<file path="config.mk">
export PLATFORM = sky130hd
export DESIGN_NAME = dmbs_fifo
export DESIGN_NICKNAME = d
export VERILOG_FILES = /design/src/hw/rtl/dmbs_pkg.sv /design/src/hw/rtl/dmbs_fifo.sv
export SDC_FILE = /design/constraint.sdc
export NUM_CORES = 1
export LEC_CHECK = 0
export BUFFER_PORTS_ARGS = -buffer_cell sky130_fd_sc_hd__buf_2
export CAP_MARGIN = 40
export CORE_MARGIN = 3
export CORE_UTILIZATION = 29
export DETAILED_ROUTE_END_ITERATION = 16
export MAX_ROUTING_LAYER = met4
export PLACE_DENSITY = 0.51
export SLEW_MARGIN = 15
export SYNTH_ARGS = -nofsm -noshare
export SYNTH_HDL_FRONTEND = slang
export SYNTH_SLANG_ARGS = --single-unit
</file>
<file path="constraint.sdc">
create_clock -name clock -period 7.7 [get_ports clock]
set_clock_uncertainty 0.2 [all_clocks]
set_input_delay 1.54 -clock clock [delete_from_list [all_inputs] [get_ports clock]]
set_output_delay 1.54 -clock clock [all_outputs]
set_load 0.01 [all_outputs]
</file>
<file path="src/hw/rtl/dmbs_pkg.sv">
// Shared types, codes and helpers of the density map bilinear sampler.
`default_nettype none
package dmbs_pkg;

   localparam logic OP_LOAD  = 1'b0;
   localparam logic OP_QUERY = 1'b1;

   localparam logic [2:0] CSR_DISK_RADIUS  = 3'd0;
   localparam logic [2:0] CSR_SUN_OFFSET_X = 3'd1;
   localparam logic [2:0] CSR_SUN_OFFSET_Y = 3'd2;
   localparam logic [2:0] CSR_MAP_WIDTH    = 3'd3;
   localparam logic [2:0] CSR_MAP_HEIGHT   = 3'd4;

   typedef struct packed {
      logic [15:0]        disk_radius;
      logic signed [16:0] sun_offset_x;
      logic signed [16:0] sun_offset_y;
      logic [9:0]         map_width;
      logic [9:0]         map_height;
   } cfg_type;

   // Classified item handed from the front end to the back end.
   typedef struct packed {
      logic        opcode;
      logic [8:0]  pixel_col;
      logic [8:0]  pixel_row;
      logic [7:0]  pixel_value;
      logic [16:0] ax;
      logic [16:0] ay;
      logic        lo_x;
      logic        hi_x;
      logic        lo_y;
      logic        hi_y;
      logic [8:0]  az;
   } item_type;

   // Twice the disk radius, with a zero radius taken as one.
   function automatic logic [16:0] two_radius(input logic [15:0] radius);
      logic [16:0] result;
      result = (radius == 16'd0) ? 17'd2 : {radius, 1'b0};
      return result;
   endfunction

endpackage
`default_nettype wire

</file>
<file path="src/hw/rtl/dmbs_fifo.sv">
// Short queue of classified items between the front end and the back end.
`default_nettype none
module dmbs_fifo (
   input  wire                    clock,
   input  wire                    reset,
   input  wire                    push,
   input  dmbs_pkg::item_type     item_in,
   input  wire                    pop,
   output dmbs_pkg::item_type     item_out,
   output logic                   full,
   output logic                   empty
);

   localparam int DEPTH = 4;
   localparam int PTRW  = $clog2(DEPTH);

   dmbs_pkg::item_type  entry_ff [DEPTH];
   logic [PTRW-1:0]     wr_ptr_ff;
   logic [PTRW-1:0]     rd_ptr_ff;
   logic [PTRW:0]       count_ff;
   logic [PTRW:0]       count_in;

   assign full     = count_ff == (PTRW+1)'(DEPTH);
   assign empty    = count_ff == '0;
   assign item_out = entry_ff[rd_ptr_ff];

   always_comb begin
      unique case ({push, pop})
         2'b10:   count_in = count_ff + (PTRW+1)'(1);
         2'b01:   count_in = count_ff - (PTRW+1)'(1);
         default: count_in = count_ff;
      endcase
   end

   always_ff @(posedge clock) begin
      if (reset) begin
         wr_ptr_ff <= '0;
         rd_ptr_ff <= '0;
         count_ff  <= '0;
      end else begin
         if (push) begin
            wr_ptr_ff <= wr_ptr_ff + PTRW'(1);
         end
         if (pop) begin
            rd_ptr_ff <= rd_ptr_ff + PTRW'(1);
         end
         count_ff <= count_in;
      end
   end

   always_ff @(posedge clock) begin
      if (push) begin
         entry_ff[wr_ptr_ff] <= item_in;
      end
   end

`ifndef SYNTHESIS
   a_count_bound: assert property (@(posedge clock) disable iff (reset)
      count_ff <= (PTRW+1)'(DEPTH))
      else $error("queue count beyond depth");
   a_no_pop_empty: assert property (@(posedge clock) disable iff (reset)
      !(pop && empty))
      else $error("transfer out of an empty queue");
   a_push_count: assert property (@(posedge clock) disable iff (reset)
      (push && !pop) |=> (count_ff == $past(count_ff) + (PTRW+1)'(1)))
      else $error("queue count missed a transfer in");
`endif

endmodule
`default_nettype wire

</file>
==> flow_summary_export.csv <==
group,metric,value,unit
floorplanning,die_area,0.0407,sq mm
logic_synthesis,synth_edf_count,296,
timing,hold_viol_final,0,
clock_network,post_cts_resized,0,
power,power.switching,0.000804,W
timing,worst_slew_pin_slew,0.748,ns
routing,ant_nets,0,
floorplanning,dieHeight,202,microns
clock_network,clkLatencyLatePin,0.51,ns
placement,dpl.hpwl,13700,microns
grt,grt_first_pass_wirelength,34400,microns
routing,wl,22600,microns
routing,wire_per_inst,19.7,microns
critical_path,ff2ff_path_depth,4,
logic_synthesis,synthCells,433,
logic_synthesis,synth_top_area_share,80.0,%
finish,nets,699,
timing,grt_setup_unrepaired,"no",
clock_network,cts_tree,"built",
clock_network,cts_root_buffer,"clkbuf_16",
critical_path,critical_path_class,"reg2out",
run_status,status,"completed",
power,pwr-share-clk,38.9,%
power,pwr-share-seq,51.9,%
placement,numPortBuffers,153,
critical_path,startpoint_type,"flop",
clock_network,cts_buffers,34,
timing,drv_slew,0,
finish,multi_input_area,0.00190,sq mm
logic_synthesis,syn_nets,517,
logic_synthesis,synthDistinctLibCells,21,
clock_network,cts.path.max_buffers,3,
logic_synthesis,synth_seq_cells,305,
grt,grt_remaining_overflow,0,
floorplanning,fp-row-count,71,
finish,ff_latch_area,0.00908,sq mm
power,p_leak,4.49,nW
finish,nFillCells,3470,
critical_path,required,5.96,ns
floorplanning,io_pins,154,
clock_network,htree_levels,2,
finish,area_delta_synth_final,21.9,%
critical_path,crit_fanout,35,
min_path,worstHoldPathCells,2,
logic_synthesis,avgSynthCellArea,25.7,sq um
logic_synthesis,yosys-top-cells-count,"edfxtp_1 (296), mux4_2 (74), dfxtp_1 (9)",
clock_network,cts.reportedPaths.clkPinSlew,0.06,ns
power,pwr-share-comb,9.2,%
power,power_density,275,mW/mm^2
finish,drive_gt1_share,45.1,%
routing,drc,0,
logic_synthesis,yosysWarnings,0,
routing,vias,5093,
timing,period_minus_slack,4.51,ns
logic_synthesis,synth_area_leaders,"edfxtp_1 (80%), mux4_2 (15%), dfxtp_1 (1.6%)",
logic_synthesis,synth_flop_cell,"edfxtp_1",
clock_network,cts.sinks,305,
logic_synthesis,yosysTopAreaCell,"edfxtp_1",
clock_network,hold_buffers,0,
clock_network,post-cts-setup-buffer-count,0,
grt,antenna_found_initial,1,
timing,max_freq,222,MHz
timing,hold_ws,0.325,ns
routing,drt_iter0_markers,245,
routing,first_pass_iters,4,
power,max-vdd-ir-drop,0.000171,V
timing,setup_tns,0,ns
grt,grt_max_degree,46,
power,power,0.00373,W
floorplanning,core,0.0378,sq mm
critical_path,crit_arrival,2.77,ns
timing,setup_violations,0,
grt,grt_pass1_vias,5668,
min_path,holdCritPathClass,"reg2reg",
logic_synthesis,syn_area,0.0111,sq mm
routing,vias_per_cell,4.44,
floorplanning,die_w,202,microns
job,drv_cap,0,
power,p_sw_share,21.6,%
logic_synthesis,yosysMostFrequentCell,"edfxtp_1",
floorplanning,start_util,29.4,%
placement,place.gp.congestion,0.697,
timing,period_share,58.6,%
critical_path,end_kind,"output port",
power,internal-power,0.00293,W
timing,worst_slew_margin_rel,50.2,%
logic_synthesis,async_reset_ff_share,0,%
logic_synthesis,yosysSeqAreaShare,81.6,%
grt,track_usage,11.5,%
==> power groups by stage <==
| stage | logic, W | registers (W) | clock network (W) |
|---|---|---|---|
| 2_1_floorplan | 0.000213 | 0.00196 | 0 |
| 3_3_place_gp | 0.000331 | 0.00198 | 0 |
| 3_5_place_dp | 0.000354 | 0.00197 | 0 |
| 4_1_cts | 0.000356 | 0.00194 | 0.00151 |
| 5_1_grt | 0.000374 | 0.00194 | 0.00158 |
| 6_report | 0.000342 | 0.00194 | 0.00145 |
==> worst max-delay path, stage by stage (launching register included) <==
cell,delay [ns]
dfxtp_4,0.57
buf_16,0.26
buf_4,0.64
mux4_2,0.61
buf_2,0.16
==> layout by cell type (no fill, tap or decap), types with 2 or more instances in the layout <==
cell type / Yosys / final
dfxtp_4: 0 / 2
nor2_1: 8 / 8
xnor2_1: 2 / 2
buf_2: 7 / 153
clkinv_1: 0 / 6
mux4_2: 74 / 74
dfxtp_1: 9 / 7
clkbuf_1: 2 / 7
clkinv_2: 0 / 6
clkbuf_16: 0 / 35
edfxtp_1: 296 / 296
a21oi_1: 2 / 2
buf_4: 1 / 6
inv_1: 6 / 6
xor2_1: 3 / 3
and2_4: 0 / 4
ha_1: 5 / 5
buf_12: 0 / 3
==> sequential cells by signal, summed over array words and instances, names as in the netlist, named ones only <==
name / cells
entry_ff: 296
wr_ptr_ff: 2
rd_ptr_ff: 2
count_ff: 3
==> path summary, 6_finish.rpt <==
| path | start | to | slack, ns |
|---|---|---|---|
| worst max-delay path | flop | item_out[3] | 3.19 |
| worst max register to register | wr_ptr_ff[0] | entry_ff[0][12] | 5.33 |
| worst min-delay path | count_ff[1] | count_ff[1] | 0.32 |
| worst min register to register | count_ff[1] | count_ff[1] | 0.32 |
==> per-stage QoR <==
step	area, sq um	worst slack (ns)	std cells	utilization, %
after floorplan	11100	3.79	433	-
after global placement	12500	3.37	1086	33.0
after detailed placement	12500	3.53	1090	33.2
after CTS	13500	2.95	1147	35.9
after global routing	13500	2.87	1148	35.9
final	13500	3.19	1148	35.9
==> routing by layer <==
| layer | GRT usage (%) | share of wire, % |
|---|---|---|
| met1 | 14.4 | 44 |
| met2 | 18.6 | 49 |
| met3 | 2.88 | 5.3 |
| met4 | 3.94 | 2.1 |
| met5 | - | 0 |
==> cells by family (layout without fill, tap and decap cells) <==
family	Yosys count	count (layout)	share of synthesized area (%)
flip-flops	305	305	81.6
multiplexers	75	75	15.1
buffers and inverters	23	226	1.36
AND/OR/NAND/NOR	16	16	0.687
adder cells (fa/ha/maj)	6	6	0.743
XOR/XNOR	5	5	0.394
AO/OA/AOI/OAI	3	3	0.135
other	0	1	0
==> area by class of cell <==
type	instances	share of cell area, %
well taps	511	4.72
inverters	6	0.166
flip-flops and latches	305	67.0
diodes	1	0.0185
clock inverters	15	0.730
repair buffers	163	6.63
clock buffers	42	6.66
multi-input cells	105	14.1
(Power assumes the default switching activity.)
