`src/hw/rtl/dmbs_pkg.sv`:
```
// Shared types, codes and helpers of the density map bilinear sampler.
`default_nettype none
package dmbs_pkg;

   localparam logic OP_LOAD  = 1'b0;
   localparam logic OP_QUERY = 1'b1;

   localparam logic [2:0] CSR_DISK_RADIUS  = 3'd0;
   localparam logic [2:0] CSR_SUN_OFFSET_X = 3'd1;
   localparam logic [2:0] CSR_SUN_OFFSET_Y = 3'd2;
   localparam logic [2:0] CSR_MAP_WIDTH    = 3'd3;
   localparam logic [2:0] CSR_MAP_HEIGHT   = 3'd4;

   typedef struct packed {
      logic [15:0]        disk_radius;
      logic signed [16:0] sun_offset_x;
      logic signed [16:0] sun_offset_y;
      logic [9:0]         map_width;
      logic [9:0]         map_height;
   } cfg_type;

   // Classified item handed from the front end to the back end.
   typedef struct packed {
      logic        opcode;
      logic [8:0]  pixel_col;
      logic [8:0]  pixel_row;
      logic [7:0]  pixel_value;
      logic [16:0] ax;
      logic [16:0] ay;
      logic        lo_x;
      logic        hi_x;
      logic        lo_y;
      logic        hi_y;
      logic [8:0]  az;
   } item_type;

   // Twice the disk radius, with a zero radius taken as one.
   function automatic logic [16:0] two_radius(input logic [15:0] radius);
      logic [16:0] result;
      result = (radius == 16'd0) ? 17'd2 : {radius, 1'b0};
      return result;
   endfunction

endpackage
`default_nettype wire

```
`src/hw/rtl/dmbs_front.sv`:
```
// Front end: accepts items, maps sector coordinates into map space and classifies them.
`default_nettype none
module dmbs_front #(
   parameter int SECTOR_SIZE = 8
) (
   input  wire                    clock,
   input  wire                    reset,
   input  dmbs_pkg::cfg_type      cfg,
   input  wire                    req_push,
   output logic                   req_full,
   input  wire                    req_opcode,
   input  wire [8:0]              req_pixel_col,
   input  wire [8:0]              req_pixel_row,
   input  wire [7:0]              req_pixel_value,
   input  wire signed [15:0]      req_sector_x,
   input  wire signed [15:0]      req_sector_y,
   input  wire signed [15:0]      req_sector_z,
   input  wire                    fifo_full,
   output logic                   fifo_push,
   output dmbs_pkg::item_type     fifo_item
);

   localparam int PW = 18 + $clog2(SECTOR_SIZE + 1);
   localparam logic signed [PW-1:0] SS_S = PW'(SECTOR_SIZE);

   logic [16:0]          two_r;
   logic signed [PW-1:0] two_r_s;
   logic signed [PW-1:0] rad_s;
   logic signed [PW-1:0] px;
   logic signed [PW-1:0] py;
   logic signed [PW-1:0] ax_s;
   logic signed [PW-1:0] ay_s;
   logic signed [16:0]   z_ext;
   logic [16:0]          z_mag;
   logic                 take;
   logic                 vld_ff;
   logic                 vld_in;
   dmbs_pkg::item_type   item_in;
   dmbs_pkg::item_type   item_ff;

   always_comb begin
      two_r   = dmbs_pkg::two_radius(cfg.disk_radius);
      two_r_s = $signed(PW'(two_r));
      rad_s   = $signed(PW'(two_r >> 1));
      px      = PW'(req_sector_x) * SS_S + PW'(cfg.sun_offset_x);
      py      = -(PW'(req_sector_y)) * SS_S + PW'(cfg.sun_offset_y);
      ax_s    = px + rad_s;
      ay_s    = py + rad_s;
      z_ext   = 17'(req_sector_z);
      z_mag   = (z_ext < 0) ? 17'(-z_ext) : 17'(z_ext);

      item_in.opcode      = req_opcode;
      item_in.pixel_col   = req_pixel_col;
      item_in.pixel_row   = req_pixel_row;
      item_in.pixel_value = req_pixel_value;
      item_in.ax          = ax_s[16:0];
      item_in.ay          = ay_s[16:0];
      item_in.lo_x        = ax_s < 0;
      item_in.hi_x        = ax_s >= two_r_s;
      item_in.lo_y        = ay_s < 0;
      item_in.hi_y        = ay_s >= two_r_s;
      item_in.az          = (z_mag > 17'd256) ? 9'd256 : z_mag[8:0];
   end

   assign req_full  = vld_ff && fifo_full;
   assign take      = req_push && !req_full;
   assign fifo_push = vld_ff && !fifo_full;
   assign fifo_item = item_ff;

   always_comb begin
      if (take) begin
         vld_in = 1'b1;
      end else if (fifo_push) begin
         vld_in = 1'b0;
      end else begin
         vld_in = vld_ff;
      end
   end

   always_ff @(posedge clock) begin
      if (reset) begin
         vld_ff <= 1'b0;
      end else begin
         vld_ff <= vld_in;
      end
   end

   always_ff @(posedge clock) begin
      if (take) begin
         item_ff <= item_in;
      end
   end

endmodule
`default_nettype wire

```
`config.mk`:
```
export PLATFORM = sky130hd
export DESIGN_NAME = dmbs_front
export DESIGN_NICKNAME = d
export VERILOG_FILES = /design/src/hw/rtl/dmbs_pkg.sv /design/src/hw/rtl/dmbs_front.sv
export SDC_FILE = /design/constraint.sdc
export NUM_CORES = 1
export LEC_CHECK = 0
export BUFFER_PORTS_ARGS = -buffer_cell sky130_fd_sc_hd__buf_2
export CAP_MARGIN = 20
export CORE_MARGIN = 3
export CORE_UTILIZATION = 30
export DETAILED_ROUTE_END_ITERATION = 6
export GPL_TIMING_DRIVEN = 0
export HOLD_SLACK_MARGIN = 0.12
export PLACE_DENSITY_LB_ADDON = 0.15
export SETUP_SLACK_MARGIN = 0.1
export SLEW_MARGIN = 30
export SYNTH_ARGS = -nofsm -noshare
export SYNTH_HDL_FRONTEND = slang
export SYNTH_SLANG_ARGS = --single-unit
```
`constraint.sdc`:
```
create_clock -name clock -period 7 [get_ports clock]
set_clock_uncertainty 0.05 [all_clocks]
set_input_delay 1.75 -clock clock [delete_from_list [all_inputs] [get_ports clock]]
set_output_delay 1.75 -clock clock [all_outputs]
set_load 0.05 [all_outputs]
```
==> flow_summary.yaml <==
outcome:
  outcome: "complete, no violations"
pwr:
  power_leakage_uw: 0.00363
  clock_power_share_pct: 24.1
  intPower_uw: 1270
  swShare_pct: 41.0
  powerDensity_mw_per_mm2: 260
  switching_power_uw: 882
  p_comb_share_pct: 47.9
  ir_drop_v: 0.000121
  power.share.sequential_pct: 28.0
routing:
  ant_nets: 0
  drtPass1Iterations: 4
  num_vias: 5436
  routedWlPerCell_um: 16.2
  via_per_inst: 4.86
  drtIter0Drc: 171
  remaining_drc_errors: 0
  wl_um: 18200
floorplanning:
  pin_count: 225
  die-area_mm2: 0.0235
  fp.dieH_um: 153
  initial_core_util_pct: 30.7
  design.core.area_mm2: 0.0212
  die_x_um: 153
  core.rowCount: 53
worst_setup_path:
  path_max_fanout: 7
  path_cells: "clkbuf_2, nor4_1, a41o_1, ha_1, ha_1, fa_1, a211oi_1, o21ai_0, a31o_2, o2111a_1, o21ai_0, nand2b_1, xor2_1, ha_1, a21oi_1, nor2b_1, a311o_1, a31oi_1, nand4_1, a2111oi_2, a41oi_1"
  reg2reg_depth: 5
  arrival_ns: 6.37
  crit_path_end_kind: "flip-flop"
  critical-path-slowest-cell: "fa_1"
  r2r-end: "fifo_item[20]$_DFFE_PP_"
  startpoint_type: "input port"
  cp_top_family: "compound AO/OA/AOI/OAI gates"
  reg2reg_slack_ns: 5.03
  crit_start: "cfg[59]"
  path_depth: 21
  crit_top_cell: "ha_1"
  cp-endpoint: "fifo_item[11]$_DFFE_PP_"
  slowest_delay_ns: 0.45
  worst-path-buf-inv: 1
  r2r_start: "vld_ff$_SDFFE_PP0P_"
  critPathRequiredTime_ns: 7.01
  worstSetupPathType: "input port to flip-flop"
min_path:
  worst_hold_path_type: "flip-flop to flip-flop"
clock_network:
  cts-buffers-inserted: 9
  cts_root_buf: "clkbuf_16"
  clk_pin_slew_ns: 0.06
  cts_hold_buf: 0
  cts_resized: 0
  clockBufferDepth: 2
  clkLatencyLatePin_ns: 0.33
  cts_tree: "done"
  cts_setup_buffers: 0
  htreeDepth: 3
  clock-sinks: 75
placement:
  dp_cells: 1103
  io_buffers: 199
  place_area_mm2: 0.00793
  gp_congestion: 0.827
  hpwl_um: 15500
synthesis:
  synth_edf_count: 74
  synthFlopType: "edfxtp_1"
  syn_inst: 626
  yosysWarnings: 0
  async_flop_share_pct: 0
  yosysSeqAreaShare_pct: 34.5
  synthDistinctLibCells: 65
  syn_nets: 886
  synth_seq_cells: 75
  syn_area_mm2: 0.00650
  avgSynthCellArea_um2: 10.4
global_routing:
  grt_max_degree: 22
  grt_overflow: 0
  grt_pass1_vias: 5438
  antenna_found_initial: 1
  grt_pass1_wl_um: 28300
  grtUsageTotal_pct: 15.2
layout:
  fin_nets: 1099
  final_area_mm2: 0.00826
  mostFrequentLayoutCells: "199 x buf_2, 87 x ha_1, 74 x edfxtp_1"
  antenna_cells: 0
  syn2layout_area_growth_pct: 27.1
  stdcell_count: 1119
  layout_commonest_cell: "buf_2"
  drive_above_1_share_pct: 28.3
timing:
  setup-violations-final: 0
  worstMarginPinSlew_ns: 0.636
  final_hold_viol_count: 0
  relSlewSlack_pct: 57.5
  max_freq_mhz: 157
  drv_slew: 0
  tns_ns: 0
  rsz0062_at_grt: "no"
  whs_ns: 0.612
  period_needed_ns: 6.36
  finalCritPeriodShare_pct: 90.8
flow_run:
  drv_cap: 0
[per-layer routing]
| metal | share of wire, % | wire length [um] | track usage, % | vias up |
|---|---|---|---|---|
| met5 | 0.072 | 13 | 0 | - |
| met4 | 1.4 | 246 | 3.99 | 2 |
| met3 | 6.3 | 1150 | 2.83 | 16 |
| met2 | 46 | 8400 | 25.7 | 168 |
| met1 | 46 | 8350 | 20.1 | 2503 |
| li1 | - | - | - | 2747 |
[kinds of logic after synthesis]
kind of cell | after synthesis | synth area share, %
AOI/OAI and AO/OA | 149 | 15.8
xor gates and xnor gates | 57 | 7.80
adders and majority gates | 115 | 24.8
buffers and inverters | 60 | 3.47
DFF | 75 | 34.5
muxes | 5 | 0.809
and+or+nand+nor | 165 | 12.8
[state kept, by name (all words and copies together), names as in the netlist]
name / flops
vld_ff: 1
fifo_item: 74
[cell type report]
class                   instances  area [um2]
repair buffers                202        1080
plain buffers                  21        81.3
multi-input cells             491        4040
clock inverters                 6        87.6
flip-flops and latches         75        2240
fillers                      2168       12900
clock buffers                  10         239
well taps                     275         344
inverters                      39         146
[power by group through the flow]
stage                     sequential, uW  combinational [uW]  clock (uW)
after floorplan                      825                 546           0
after detailed placement             612                1040           0
final                                602                1030         518
after global placement               617                1030           0
after CTS                            603                1040         535
after global routing                 608                1150         550
[Yosys cell counts, types with 5 or more instances]
cell	instances	area [um2]
ha_1	87	1090
edfxtp_1	74	2220
nor2_1	44	165
a21oi_1	41	205
nand2_1	41	154
inv_1	39	146
xnor2_1	33	289
o21ai_0	31	155
fa_1	24	480
xor2_1	23	201
clkbuf_1	21	78.8
nor3_1	15	75.1
a21o_1	13	97.6
nand3_1	13	65.1
a211oi_1	10	75.1
nor4_1	10	62.6
nand2b_1	7	43.8
nor2b_1	7	43.8
or3_1	6	37.5
a31oi_1	5	31.3
o22ai_1	5	31.3
[metrics by stage]
| step | utilization, % | total power, uW | setup slack [ns] |
|---|---|---|---|
| 2_1_floorplan | - | 1370 | 0.950 |
| 3_3_place_gp | 37.0 | 1640 | -0.805 |
| 3_5_place_dp | 37.5 | 1650 | 0.136 |
| 4_1_cts | 39.0 | 2180 | 0.441 |
| 5_1_grt | 39.0 | 2310 | 0.227 |
| 6_report | 39.0 | 2150 | 0.644 |
[worst min path at each step]
stage / cells past startpoint / from / endpoint / slack [ns]
5_1_grt: 3 / vld_ff$_SDFFE_PP0P_ / vld_ff$_SDFFE_PP0P_ / 0.68
3_5_place_dp: 3 / vld_ff$_SDFFE_PP0P_ / vld_ff$_SDFFE_PP0P_ / 0.61
2_1_floorplan: 3 / vld_ff$_SDFFE_PP0P_ / vld_ff$_SDFFE_PP0P_ / 0.78
4_1_cts: 3 / vld_ff$_SDFFE_PP0P_ / vld_ff$_SDFFE_PP0P_ / 0.62
3_3_place_gp: 3 / vld_ff$_SDFFE_PP0P_ / vld_ff$_SDFFE_PP0P_ / 0.56
6_report: 3 / vld_ff$_SDFFE_PP0P_ / vld_ff$_SDFFE_PP0P_ / 0.61
[tightest hold or removal path, delay by kind of cell, from the launching register on]
family	cells	cell delay [ns]
simple gates	3	0.32
flops	1	0.30
Note: power is estimated with default switching activity, not from simulation.
